==> src/rtl/grid_cell_shore_classifier_unit_defines.svh <==
// Assertion macros shared by the shore classifier RTL.
`ifndef GRID_CELL_SHORE_CLASSIFIER_UNIT_DEFINES_SVH
`define GRID_CELL_SHORE_CLASSIFIER_UNIT_DEFINES_SVH

// The consequent must hold in the same cycle as the antecedent.
`define GCSC_ASSERT_NOW(label, clk, rst_n, ante, cons) \
    label: assert property (@(posedge clk) disable iff (!rst_n) (ante) |-> (cons)) \
        else $error("gcsc check failed in the same cycle");

// The consequent must hold in the cycle after the antecedent.
`define GCSC_ASSERT_NEXT(label, clk, rst_n, ante, cons) \
    label: assert property (@(posedge clk) disable iff (!rst_n) (ante) |=> (cons)) \
        else $error("gcsc check failed one cycle later");

`endif

==> src/rtl/gcsc_pkg.sv <==
// Shared types, codes and constants of the shore classifier.
package gcsc_pkg;

    localparam int unsigned GCSC_MAX_COLS = 1024;
    localparam int unsigned GCSC_MAX_ROWS = 65535;

    localparam int unsigned GCSC_DEPTH_W = 32;
    localparam int unsigned GCSC_ROWS_W = 16;
    localparam int unsigned GCSC_COLS_REG_W = 11;
    localparam int unsigned GCSC_COL_OUT_W = 10;
    localparam int unsigned GCSC_COLS_FIELD_MAX = (1 << GCSC_COLS_REG_W) - 1;

    localparam int unsigned GCSC_PADDR_W = 4;
    localparam int unsigned GCSC_PDATA_W = 32;

    localparam int unsigned GCSC_QUEUE_DEPTH = 4;
    localparam int unsigned GCSC_LEVEL_W = $clog2(GCSC_QUEUE_DEPTH + 1);

    localparam logic OP_PUSH = 1'b0;
    localparam logic OP_FLUSH = 1'b1;

    localparam logic [1:0] CLASS_WATER = 2'd0;
    localparam logic [1:0] CLASS_LAND = 2'd1;
    localparam logic [1:0] CLASS_NEAR_LAND = 2'd2;
    localparam logic [1:0] CLASS_GRID_EDGE = 2'd3;

    localparam logic [1:0] REG_LAND_THRESHOLD = 2'd0;
    localparam logic [1:0] REG_GRID_ROWS = 2'd1;
    localparam logic [1:0] REG_GRID_COLS = 2'd2;

    typedef struct packed {
        logic                           operation;
        logic signed [GCSC_DEPTH_W-1:0] depth;
    } sample_t;

    typedef struct packed {
        logic [1:0]                cell_class;
        logic [GCSC_ROWS_W-1:0]    row_index;
        logic [GCSC_COL_OUT_W-1:0] col_index;
        logic                      last_cell;
    } result_t;

    // Effective grid settings plus a one-cycle restart strobe on a write to any of the three registers.
    typedef struct packed {
        logic signed [GCSC_DEPTH_W-1:0] land_threshold;
        logic [GCSC_ROWS_W-1:0]         grid_rows;
        logic [GCSC_COLS_REG_W-1:0]     grid_cols;
        logic                           restart;
    } gcsc_cfg_t;

    // Largest column count that the build supports and the register can express.
    function automatic int unsigned gcsc_cols_limit(input int unsigned max_cols);
        return (max_cols < GCSC_COLS_FIELD_MAX) ? max_cols : GCSC_COLS_FIELD_MAX;
    endfunction

endpackage

==> src/rtl/gcsc_ram.sv <==
// Generic simple dual-port RAM with a registered read port.
module gcsc_ram #(
    parameter int unsigned WIDTH = 2,
    parameter int unsigned DEPTH = 1024
) (
    input  logic                     clk,
    input  logic                     we,
    input  logic [$clog2(DEPTH)-1:0] waddr,
    input  logic [WIDTH-1:0]         wdata,
    input  logic                     re,
    input  logic [$clog2(DEPTH)-1:0] raddr,
    output logic [WIDTH-1:0]         rdata
);

    logic [WIDTH-1:0] store_reg [DEPTH];
    logic [WIDTH-1:0] rdata_reg;

    always_ff @(posedge clk)
    begin
        if (we)
        begin
            store_reg[waddr] <= wdata;
        end
        if (re)
        begin
            rdata_reg <= store_reg[raddr];
        end
    end

    assign rdata = rdata_reg;

endmodule

==> src/rtl/gcsc_regs.sv <==
// APB configuration registers of the shore classifier.
module gcsc_regs #(
    parameter int unsigned MAX_COLS = gcsc_pkg::GCSC_MAX_COLS
) (
    input  logic                              clk,
    input  logic                              rst_n,
    input  logic                              psel,
    input  logic                              penable,
    input  logic                              pwrite,
    input  logic [gcsc_pkg::GCSC_PADDR_W-1:0] paddr,
    input  logic [gcsc_pkg::GCSC_PDATA_W-1:0] pwdata,
    output logic [gcsc_pkg::GCSC_PDATA_W-1:0] prdata,
    output logic                              pready,
    output gcsc_pkg::gcsc_cfg_t               cfg
);

    import gcsc_pkg::*;

    localparam int unsigned EFF_MAX = gcsc_cols_limit(MAX_COLS);

    logic signed [GCSC_DEPTH_W-1:0] land_threshold_reg;
    logic [GCSC_ROWS_W-1:0]         grid_rows_reg;
    logic [GCSC_COLS_REG_W-1:0]     grid_cols_reg;
    logic [1:0]                     reg_index;
    logic                           write_beat;

    assign reg_index = paddr[GCSC_PADDR_W-1:2];
    assign write_beat = psel && penable && pwrite;
    assign pready = 1'b1;

    always_ff @(posedge clk or negedge rst_n)
    begin
        if (!rst_n)
        begin
            land_threshold_reg <= '0;
            grid_rows_reg <= GCSC_ROWS_W'(1);
            grid_cols_reg <= GCSC_COLS_REG_W'(GCSC_MAX_COLS);
        end
        else if (write_beat)
        begin
            case (reg_index)
                REG_LAND_THRESHOLD: land_threshold_reg <= pwdata;
                REG_GRID_ROWS:      grid_rows_reg <= pwdata[GCSC_ROWS_W-1:0];
                REG_GRID_COLS:      grid_cols_reg <= pwdata[GCSC_COLS_REG_W-1:0];
                default:            ;
            endcase
        end
    end

    always_comb
    begin
        case (reg_index)
            REG_LAND_THRESHOLD: prdata = land_threshold_reg;
            REG_GRID_ROWS:      prdata = GCSC_PDATA_W'(grid_rows_reg);
            REG_GRID_COLS:      prdata = GCSC_PDATA_W'(grid_cols_reg);
            default:            prdata = '0;
        endcase
    end

    // Out-of-range sizes are clamped; any write to a known register restarts the grid.
    always_comb
    begin
        cfg.land_threshold = land_threshold_reg;

        if (grid_rows_reg == '0)
        begin
            cfg.grid_rows = GCSC_ROWS_W'(1);
        end
        else if (grid_rows_reg > GCSC_ROWS_W'(GCSC_MAX_ROWS))
        begin
            cfg.grid_rows = GCSC_ROWS_W'(GCSC_MAX_ROWS);
        end
        else
        begin
            cfg.grid_rows = grid_rows_reg;
        end

        if (grid_cols_reg == '0)
        begin
            cfg.grid_cols = GCSC_COLS_REG_W'(1);
        end
        else if (grid_cols_reg > GCSC_COLS_REG_W'(EFF_MAX))
        begin
            cfg.grid_cols = GCSC_COLS_REG_W'(EFF_MAX);
        end
        else
        begin
            cfg.grid_cols = grid_cols_reg;
        end

        cfg.restart = write_beat && (reg_index == REG_LAND_THRESHOLD ||
                                     reg_index == REG_GRID_ROWS ||
                                     reg_index == REG_GRID_COLS);
    end

endmodule

==> src/rtl/gcsc_front.sv <==
// Front end: accepts samples and flushes, keeps the land line and classifies cells.
`include "grid_cell_shore_classifier_unit_defines.svh"

module gcsc_front #(
    parameter int unsigned MAX_COLS = gcsc_pkg::GCSC_MAX_COLS
) (
    input  logic                              clk,
    input  logic                              rst_n,
    input  gcsc_pkg::gcsc_cfg_t               cfg,
    input  gcsc_pkg::sample_t                 sample,
    input  logic                              sample_valid,
    output logic                              sample_stall,
    input  logic [gcsc_pkg::GCSC_LEVEL_W-1:0] queue_level,
    output logic                              res_push,
    output gcsc_pkg::result_t                 res
);

    import gcsc_pkg::*;

    localparam int unsigned EFF_MAX = gcsc_cols_limit(MAX_COLS);
    localparam int unsigned CNT_W = $clog2(EFF_MAX + 1);
    localparam int unsigned IDX_W = $clog2(EFF_MAX);

    logic [CNT_W-1:0]       cols;
    logic [GCSC_ROWS_W-1:0] rows;

    // Position counters of the incoming sample and of the next cell to emit.
    logic [GCSC_ROWS_W-1:0] in_row_reg, in_row_next;
    logic [IDX_W-1:0]       in_col_reg, in_col_next;
    logic [GCSC_ROWS_W-1:0] em_row_reg, em_row_next;
    logic [IDX_W-1:0]       em_col_reg, em_col_next;

    // Stage one: the item whose line word is being read.
    logic                   s1_valid_reg;
    logic                   s1_push_reg;
    logic                   s1_emit_reg;
    logic                   s1_land_reg;
    logic [IDX_W-1:0]       s1_col_reg;
    logic [GCSC_ROWS_W-1:0] s1_row_reg;
    logic [IDX_W-1:0]       s1_ecol_reg;
    logic                   s1_edge_reg;
    logic                   s1_top_reg;
    logic                   s1_last_reg;
    logic                   s1_bot_sel_reg;

    // Land columns of the two previous samples: bit 2 two rows up, bit 1 one row up,
    // bit 0 the sample row.
    logic [2:0] p1_reg, p2_reg;
    logic       byp_hit_reg;
    logic [1:0] byp_data_reg;

    logic                   accept;
    logic                   grid_full;
    logic                   push_ok, push_emit, flush_ok, em_last;
    logic [CNT_W-1:0]       in_col_inc, em_col_inc;
    logic [GCSC_ROWS_W-1:0] em_row_adv;
    logic [IDX_W-1:0]       em_col_adv;
    logic                   land;
    logic                   ram_re, ram_we;
    logic [IDX_W-1:0]       rd_addr;
    logic [1:0]             ram_rdata, rd_word, ram_wdata;
    logic [2:0]             col_now;
    logic                   self_land, near_low, near_any;
    logic [1:0]             cls;
    logic [GCSC_LEVEL_W:0]  pending;

    assign cols = CNT_W'(cfg.grid_cols);
    assign rows = cfg.grid_rows;

    assign pending = {1'b0, queue_level} + (GCSC_LEVEL_W + 1)'(res_push);
    assign sample_stall = pending >= (GCSC_LEVEL_W + 1)'(GCSC_QUEUE_DEPTH);
    assign accept = sample_valid && !sample_stall;

    assign grid_full = (in_row_reg == rows);
    assign push_ok = accept && (sample.operation == OP_PUSH) && !grid_full;
    assign flush_ok = accept && (sample.operation == OP_FLUSH) && grid_full &&
                      (em_row_reg < rows);
    // A push emits once more than one row of samples has arrived.
    assign push_emit = (in_row_reg >= GCSC_ROWS_W'(2)) ||
                       ((in_row_reg == GCSC_ROWS_W'(1)) && (in_col_reg != '0));
    assign em_last = (em_row_reg == rows - GCSC_ROWS_W'(1)) &&
                     (CNT_W'(em_col_reg) == cols - CNT_W'(1));

    assign land = $signed(sample.depth) >= $signed(cfg.land_threshold);

    assign in_col_inc = CNT_W'(in_col_reg) + CNT_W'(1);
    assign em_col_inc = CNT_W'(em_col_reg) + CNT_W'(1);

    always_comb
    begin
        if (em_col_inc == cols)
        begin
            em_col_adv = '0;
            em_row_adv = em_row_reg + GCSC_ROWS_W'(1);
        end
        else
        begin
            em_col_adv = em_col_inc[IDX_W-1:0];
            em_row_adv = em_row_reg;
        end
    end

    always_comb
    begin
        in_row_next = in_row_reg;
        in_col_next = in_col_reg;
        em_row_next = em_row_reg;
        em_col_next = em_col_reg;
        if (cfg.restart)
        begin
            in_row_next = '0;
            in_col_next = '0;
            em_row_next = '0;
            em_col_next = '0;
        end
        else if (push_ok)
        begin
            if (in_col_inc == cols)
            begin
                in_col_next = '0;
                in_row_next = in_row_reg + GCSC_ROWS_W'(1);
            end
            else
            begin
                in_col_next = in_col_inc[IDX_W-1:0];
            end
            if (push_emit)
            begin
                em_row_next = em_row_adv;
                em_col_next = em_col_adv;
            end
        end
        else if (flush_ok)
        begin
            if (em_last)
            begin
                in_row_next = '0;
                in_col_next = '0;
                em_row_next = '0;
                em_col_next = '0;
            end
            else
            begin
                em_row_next = em_row_adv;
                em_col_next = em_col_adv;
            end
        end
    end

    always_ff @(posedge clk or negedge rst_n)
    begin
        if (!rst_n)
        begin
            in_row_reg <= '0;
            in_col_reg <= '0;
            em_row_reg <= '0;
            em_col_reg <= '0;
            s1_valid_reg <= 1'b0;
            byp_hit_reg <= 1'b0;
        end
        else
        begin
            in_row_reg <= in_row_next;
            in_col_reg <= in_col_next;
            em_row_reg <= em_row_next;
            em_col_reg <= em_col_next;
            s1_valid_reg <= ram_re;
            byp_hit_reg <= ram_re && ram_we && (rd_addr == s1_col_reg);
        end
    end

    always_ff @(posedge clk)
    begin
        if (ram_re)
        begin
            s1_push_reg <= push_ok;
            s1_emit_reg <= push_ok ? push_emit : 1'b1;
            s1_land_reg <= land;
            s1_col_reg <= in_col_reg;
            s1_row_reg <= em_row_reg;
            s1_ecol_reg <= em_col_reg;
            s1_edge_reg <= (em_col_reg == '0) ||
                           (CNT_W'(em_col_reg) == cols - CNT_W'(1)) ||
                           (em_row_reg == rows - GCSC_ROWS_W'(1));
            s1_top_reg <= (em_row_reg == '0);
            s1_last_reg <= flush_ok && em_last;
            s1_bot_sel_reg <= (em_row_reg == rows - GCSC_ROWS_W'(1));
            byp_data_reg <= ram_wdata;
        end
        if (ram_we)
        begin
            p2_reg <= p1_reg;
            p1_reg <= col_now;
        end
    end

    // The line keeps two land bits per column: one row up and the sample row.
    assign ram_re = push_ok || flush_ok;
    assign rd_addr = (sample.operation == OP_FLUSH) ? em_col_reg : in_col_reg;
    assign ram_we = s1_valid_reg && s1_push_reg;
    assign rd_word = byp_hit_reg ? byp_data_reg : ram_rdata;
    assign ram_wdata = {rd_word[0], s1_land_reg};
    assign col_now = {rd_word, s1_land_reg};

    gcsc_ram #(
        .WIDTH(2),
        .DEPTH(EFF_MAX)
    ) u_line (
        .clk  (clk),
        .we   (ram_we),
        .waddr(s1_col_reg),
        .wdata(ram_wdata),
        .re   (ram_re),
        .raddr(rd_addr),
        .rdata(ram_rdata)
    );

    // A pushed sample classifies the cell one row and one column behind it, whose own
    // bit sits in the middle of the previous column. Flushed cells lie on the last row
    // or the right edge, so only their own bit matters.
    always_comb
    begin
        if (s1_push_reg)
        begin
            self_land = p1_reg[1];
        end
        else
        begin
            self_land = s1_bot_sel_reg ? rd_word[0] : rd_word[1];
        end
        near_low = p2_reg[0] | col_now[0];
        near_any = near_low | p2_reg[2] | col_now[2];

        if (self_land)
        begin
            cls = CLASS_LAND;
        end
        else if (s1_edge_reg)
        begin
            cls = CLASS_GRID_EDGE;
        end
        else if (s1_top_reg)
        begin
            cls = near_low ? CLASS_NEAR_LAND : CLASS_GRID_EDGE;
        end
        else
        begin
            cls = near_any ? CLASS_NEAR_LAND : CLASS_WATER;
        end
    end

    assign res_push = s1_valid_reg && s1_emit_reg;
    assign res.cell_class = cls;
    assign res.row_index = s1_row_reg;
    assign res.col_index = GCSC_COL_OUT_W'(s1_ecol_reg);
    assign res.last_cell = s1_last_reg;

    `GCSC_ASSERT_NOW(a_flush_class, clk, rst_n, res_push && !s1_push_reg, res.cell_class == CLASS_LAND || res.cell_class == CLASS_GRID_EDGE)
    `GCSC_ASSERT_NOW(a_last_from_flush, clk, rst_n, res_push && res.last_cell, !s1_push_reg)
    `GCSC_ASSERT_NOW(a_rows_bound, clk, rst_n, 1'b1, in_row_reg <= rows && em_row_reg < rows)

endmodule

==> src/rtl/gcsc_queue.sv <==
// Back end: short result queue whose head drives the result channel.
`include "grid_cell_shore_classifier_unit_defines.svh"

module gcsc_queue (
    input  logic                              clk,
    input  logic                              rst_n,
    input  logic                              push,
    input  gcsc_pkg::result_t                 push_data,
    output logic [gcsc_pkg::GCSC_LEVEL_W-1:0] level,
    output logic                              result_valid,
    input  logic                              result_stall,
    output gcsc_pkg::result_t                 result
);

    import gcsc_pkg::*;

    localparam int unsigned PTR_W = $clog2(GCSC_QUEUE_DEPTH);

    result_t                 slot_reg [GCSC_QUEUE_DEPTH];
    logic [PTR_W-1:0]        wr_ptr_reg, rd_ptr_reg;
    logic [GCSC_LEVEL_W-1:0] count_reg;
    logic                    pop;

    assign result_valid = (count_reg != '0);
    assign pop = result_valid && !result_stall;
    assign result = slot_reg[rd_ptr_reg];
    assign level = count_reg;

    always_ff @(posedge clk or negedge rst_n)
    begin
        if (!rst_n)
        begin
            wr_ptr_reg <= '0;
            rd_ptr_reg <= '0;
            count_reg <= '0;
        end
        else
        begin
            if (push)
            begin
                wr_ptr_reg <= wr_ptr_reg + PTR_W'(1);
            end
            if (pop)
            begin
                rd_ptr_reg <= rd_ptr_reg + PTR_W'(1);
            end
            if (push && !pop)
            begin
                count_reg <= count_reg + GCSC_LEVEL_W'(1);
            end
            else if (pop && !push)
            begin
                count_reg <= count_reg - GCSC_LEVEL_W'(1);
            end
        end
    end

    always_ff @(posedge clk)
    begin
        if (push)
        begin
            slot_reg[wr_ptr_reg] <= push_data;
        end
    end

    `GCSC_ASSERT_NOW(a_level_bound, clk, rst_n, 1'b1, count_reg <= GCSC_LEVEL_W'(GCSC_QUEUE_DEPTH))
    `GCSC_ASSERT_NOW(a_no_overflow, clk, rst_n, push, count_reg < GCSC_LEVEL_W'(GCSC_QUEUE_DEPTH))
    `GCSC_ASSERT_NEXT(a_pop_drains, clk, rst_n, pop && !push, count_reg == $past(count_reg) - GCSC_LEVEL_W'(1))

endmodule

==> src/rtl/grid_cell_shore_classifier_unit.sv <==
// Top level of the grid cell shore classifier.
//
//   channel   direction  beat contents                         handshake
//   sample    in         operation, depth (sample_t)           sample_valid / sample_stall
//   result    out        class, row, column, last (result_t)   result_valid / result_stall
//   config    in         APB write/read of three registers     psel, penable, pready
//
// The block takes one beat per cycle while sample_stall is low; a result passes through
// the stage-one registers, fed by the registered read of the column line memory, into the queue.
// Reset clears the counters, the pipeline and the queue; the line memory is not cleared,
// because bits read before they are written in the current grid never decide a class.
// sample_stall rises only when the four-entry result queue, counting the beat in flight,
// is full, so a stalled result side backs up into the sample side once four results wait.
module grid_cell_shore_classifier_unit #(
    parameter int unsigned MAX_COLS = gcsc_pkg::GCSC_MAX_COLS
) (
    input  logic                              clk,
    input  logic                              rst_n,
    input  logic                              psel,
    input  logic                              penable,
    input  logic                              pwrite,
    input  logic [gcsc_pkg::GCSC_PADDR_W-1:0] paddr,
    input  logic [gcsc_pkg::GCSC_PDATA_W-1:0] pwdata,
    output logic [gcsc_pkg::GCSC_PDATA_W-1:0] prdata,
    output logic                              pready,
    input  gcsc_pkg::sample_t                 sample,
    input  logic                              sample_valid,
    output logic                              sample_stall,
    output gcsc_pkg::result_t                 result,
    output logic                              result_valid,
    input  logic                              result_stall
);

    import gcsc_pkg::*;

    // Effective grid size, land threshold and the restart strobe of a register write.
    gcsc_cfg_t               cfg;
    // Classified cells travel from the front end into the queue one per cycle at most.
    logic                    res_push;
    result_t                 res;
    logic [GCSC_LEVEL_W-1:0] queue_level;

    gcsc_regs #(
        .MAX_COLS(MAX_COLS)
    ) u_regs (
        .clk    (clk),
        .rst_n  (rst_n),
        .psel   (psel),
        .penable(penable),
        .pwrite (pwrite),
        .paddr  (paddr),
        .pwdata (pwdata),
        .prdata (prdata),
        .pready (pready),
        .cfg    (cfg)
    );

    // The front end holds the sample and emit counters, the two-row land line and the
    // three-column window, and classifies at most one cell per beat.
    gcsc_front #(
        .MAX_COLS(MAX_COLS)
    ) u_front (
        .clk         (clk),
        .rst_n       (rst_n),
        .cfg         (cfg),
        .sample      (sample),
        .sample_valid(sample_valid),
        .sample_stall(sample_stall),
        .queue_level (queue_level),
        .res_push    (res_push),
        .res         (res)
    );

    // The queue decouples the result side so that it can stall without holding up
    // the classification of beats already accepted.
    gcsc_queue u_queue (
        .clk         (clk),
        .rst_n       (rst_n),
        .push        (res_push),
        .push_data   (res),
        .level       (queue_level),
        .result_valid(result_valid),
        .result_stall(result_stall),
        .result      (result)
    );

endmodule
==> config.mk <==
export PLATFORM = sky130hd
export DESIGN_NAME = grid_cell_shore_classifier_unit
export DESIGN_NICKNAME = d
export VERILOG_FILES = /design/src/rtl/gcsc_pkg.sv /design/src/rtl/gcsc_ram.sv /design/src/rtl/gcsc_regs.sv /design/src/rtl/gcsc_front.sv /design/src/rtl/gcsc_queue.sv /design/src/rtl/grid_cell_shore_classifier_unit.sv
export VERILOG_INCLUDE_DIRS = /design/src /design/src/rtl
export SDC_FILE = /design/constraint.sdc
export NUM_CORES = 2
export LEC_CHECK = 0
export ABC_AREA = 1
export BUFFER_PORTS_ARGS = -buffer_cell sky130_fd_sc_hd__buf_2
export CORE_UTILIZATION = 29
export DETAILED_ROUTE_END_ITERATION = 16
export GPL_ROUTABILITY_DRIVEN = 0
export SYNTH_ARGS = -nofsm -noshare
export SYNTH_HDL_FRONTEND = slang
export SYNTH_SLANG_ARGS = --single-unit
==> constraint.sdc <==
create_clock -name clk -period 43.2 [get_ports clk]
set_clock_uncertainty 0.05 [all_clocks]
set_input_delay 8.64 -clock clk [delete_from_list [all_inputs] [get_ports clk]]
set_output_delay 8.64 -clock clk [all_outputs]
set_load 0.1 [all_outputs]
==> flow_metrics.py <==
metrics = {
    "timing": {
        "fin_crit_sh": 0.439,
        "setup_viol_count_final": 0,
        "layout_min_cycle_time_ps": 18950,
        "worst_pin_slew_ps": 1220,
        "hold_slack_ps": 373,
        "max_freq_mhz": 52.8,
        "final.setup.tns_ps": 0,
        "hold_viol_final": 0,
        "slew_violations": 0,
        "rsz0062_at_grt": "false",
        "maxSlewHeadroom": 0.182,
    },
    "pwr": {
        "power.leakage_nw": 41.2,
        "p_per_area_nw_per_um2": 56.2,
        "switching_share": 0.351,
        "clockPowerShare": 0.321,
        "vdd_ir_drop_max_mv": 0.0787,
        "pwr-share-comb": 0.277,
        "p_seq_frac": 0.401,
        "power.switching_mw": 2.32,
        "p_int_mw": 4.29,
    },
    "floorplan": {
        "die_x_um": 601,
        "core-area_um2": 357000,
        "initial_utilization": 0.292,
        "fp.dieArea_um2": 362000,
        "io_pins": 140,
        "rows": 219,
        "die_y_um": 601,
    },
    "setup_path": {
        "startpoint_type": "input port",
        "required_ps": 34510,
        "cp-end-kind": "output port",
        "worstPathMaxFanout": 31,
        "cp.arrival_ps": 10260,
        "path_class": "in -> out",
    },
    "cts": {
        "holdBufCountCts": 0,
        "root_buffer": "clkbuf_16",
        "postCtsSetupRepairBufs": 0,
        "cts_tree": "built",
        "clk_path_buf_depth": 4,
        "h-tree-depth": 5,
        "cts.repair.resized": 0,
        "clk_pin_slew_ps": 60,
        "clock_latency_ps": 830,
        "clock_sinks": 2336,
        "cts_buffers": 266,
    },
    "status": {
        "outcome": "finished, final reports clean",
    },
    "yosys": {
        "synth_top_cells_by_count": "edfxtp_1 (2216), nor2_1 (1717), nand2_1 (1615), nand3_1 (1247), inv_1 (886)",
        "synth_area_leaders": "edfxtp_1 (64%), nor2_1 (6.2%), nand3_1 (6.0%)",
        "synth_seq_cells": 2336,
        "synth.most_common_cell": "edfxtp_1",
        "synthCells": 10000,
        "syn_nets": 10200,
        "ys.flop_type": "edfxtp_1",
        "syn_avg_cell_area_um2": 10.4,
        "synth-seq-area-share": 0.667,
        "ys_types": 54,
        "ys_async_sr_fraction": 0.0514,
        "synth_top_area_frac": 0.639,
        "yosys_warnings": 0,
        "synth_area_um2": 104000,
        "yosysTopAreaCell": "edfxtp_1",
        "synth_edf_count": 2216,
    },
    "cells_and_area": {
        "final_nets": 10000,
        "areaGrowthSynthToFinish_pct": 12.9,
        "drive_gt1_frac": 0.0712,
        "fill_cells": 36100,
        "register_area_um2": 69500,
        "multi_input_area_um2": 28600,
        "largest_reg_flops": 2048,
    },
    "drt": {
        "drc": 0,
        "drtIter0Drc": 6980,
        "postRouteAntennaNets": 0,
        "wl_um": 284000,
        "wl_per_cell_um": 19.2,
        "dr.pass1.iters": 6,
        "vias": 72400,
        "via_per_inst": 4.88,
    },
    "worst_hold_path": {
        "worst_hold_path_type": "reg -> reg",
    },
    "global_routing": {
        "antenna_found_initial": 2,
        "grt-ovfl-total": 0,
        "grt_pass1_vias": 70100,
        "grt_max_degree": 233,
        "grt_pass1_wl_um": 424000,
        "grt_use_total": 0.152,
    },
    "flow_run": {
        "drv_cap": 0,
    },
    "place": {
        "hpwlAfterDp_um": 151000,
        "numPortBuffers": 136,
    },
}
[area by class of cell]
cell class / count / area share
Antenna cell: 1 / 0.0000213
Multi-Input combinational cell: 6090 / 0.243
Timing Repair Buffer: 294 / 0.0175
Clock inverter: 122 / 0.00837
Tap cell: 4751 / 0.0505
Sequential cell: 2336 / 0.591
Inverter: 901 / 0.0289
Clock buffer: 337 / 0.0603
[logic make-up after synthesis]
| family | count (synthesis) | share of synthesized area |
|---|---|---|
| buf+inv | 1610 | 0.0612 |
| flops | 2336 | 0.667 |
| xor+xnor | 71 | 0.00597 |
| other cells | 1 | 0.0000360 |
| simple gates | 4758 | 0.190 |
| fa+ha+maj | 65 | 0.00788 |
| compound gates | 1195 | 0.0671 |
[placed cells by master (no fill, tap or decap), types with 6 or more instances in the layout]
cell type	instances
o221ai_1	10
o21ai_0	573
buf_2	135
inv_1	884
nor2_2	10
o211ai_1	339
xnor2_1	20
dfrtp_1	118
nand3_1	1235
clkinv_1	52
nor2_1	1712
inv_2	11
clkinvlp_4	9
nor4_1	15
clkbuf_1	63
o21ai_4	6
edfxtp_1	2216
buf_4	143
a21oi_1	190
bufinv_16	12
clkinv_2	33
nand2_2	9
o22ai_1	44
nand2_4	8
nand4_1	61
nor3_1	67
nand3_4	12
o21ai_1	12
ha_1	64
nand2_1	1608
inv_6	11
xor2_1	51
clkbuf_16	274
buf_12	15
[worst paths after layout]
check / from / end / slack (ps) / cells past startpoint
worst max-delay path: paddr[2] / prdata[3] / 24250 / 5
worst min-delay path: u_front.p1_reg[0]$_DFFE_PP_ / u_front.p2_reg[0]$_DFFE_PP_ / 370 / 0
worst max register to register: u_front.em_col_reg[0]$_DFFE_PN0P_ / u_front.u_line.rdata[1]$_DFFE_PP_ / 37820 / 17
worst min register to register: u_front.p1_reg[0]$_DFFE_PP_ / u_front.p2_reg[0]$_DFFE_PP_ / 370 / 0
max in group asynchronous: rst_n / u_front.in_col_reg[4]$_DFFE_PN0P_ / 34100 / 2
min in group asynchronous: rst_n / u_regs.land_threshold_reg[23]$_DFFE_PN0P_ / 7770 / 1
[per-layer routing]
| metal | vias to the layer above | share of wire | track usage |
|---|---|---|---|
| li1 | 34100 | - | - |
| met3 | 425 | 0.070 | 0.0223 |
| met1 | 35600 | 0.42 | 0.197 |
| met5 | - | 0 | 0 |
| met2 | 2312 | 0.48 | 0.265 |
| met4 | 0 | 0.026 | 0.0420 |
[critical path: stages]
cell and delay [ps]:
buf_2 130, nor2_1 170, inv_1 450, o221ai_1 380, buf_2 490
[per-stage QoR]
step	total power, mW	utilization	cells	worst slack (ps)	instance area, µm²
2_1_floorplan	4.12	-	10000	23870	104000
3_3_place_gp	4.52	0.307	14400	24220	110000
3_5_place_dp	4.52	0.307	14400	24230	110000
4_1_cts	6.64	0.330	14800	24220	118000
5_1_grt	6.92	0.330	14800	24020	118000
6_report	6.61	0.330	14800	24250	118000
[power by group through the flow]
stage | sequential (mW) | combinational [mW] | clock, mW
2_1_floorplan | 2.80 | 1.32 | 0
3_3_place_gp | 2.70 | 1.82 | 0
3_5_place_dp | 2.70 | 1.83 | 0
4_1_cts | 2.65 | 1.83 | 2.16
5_1_grt | 2.66 | 2.02 | 2.24
6_report | 2.65 | 1.83 | 2.12
Power figures use the tool's default switching activity.
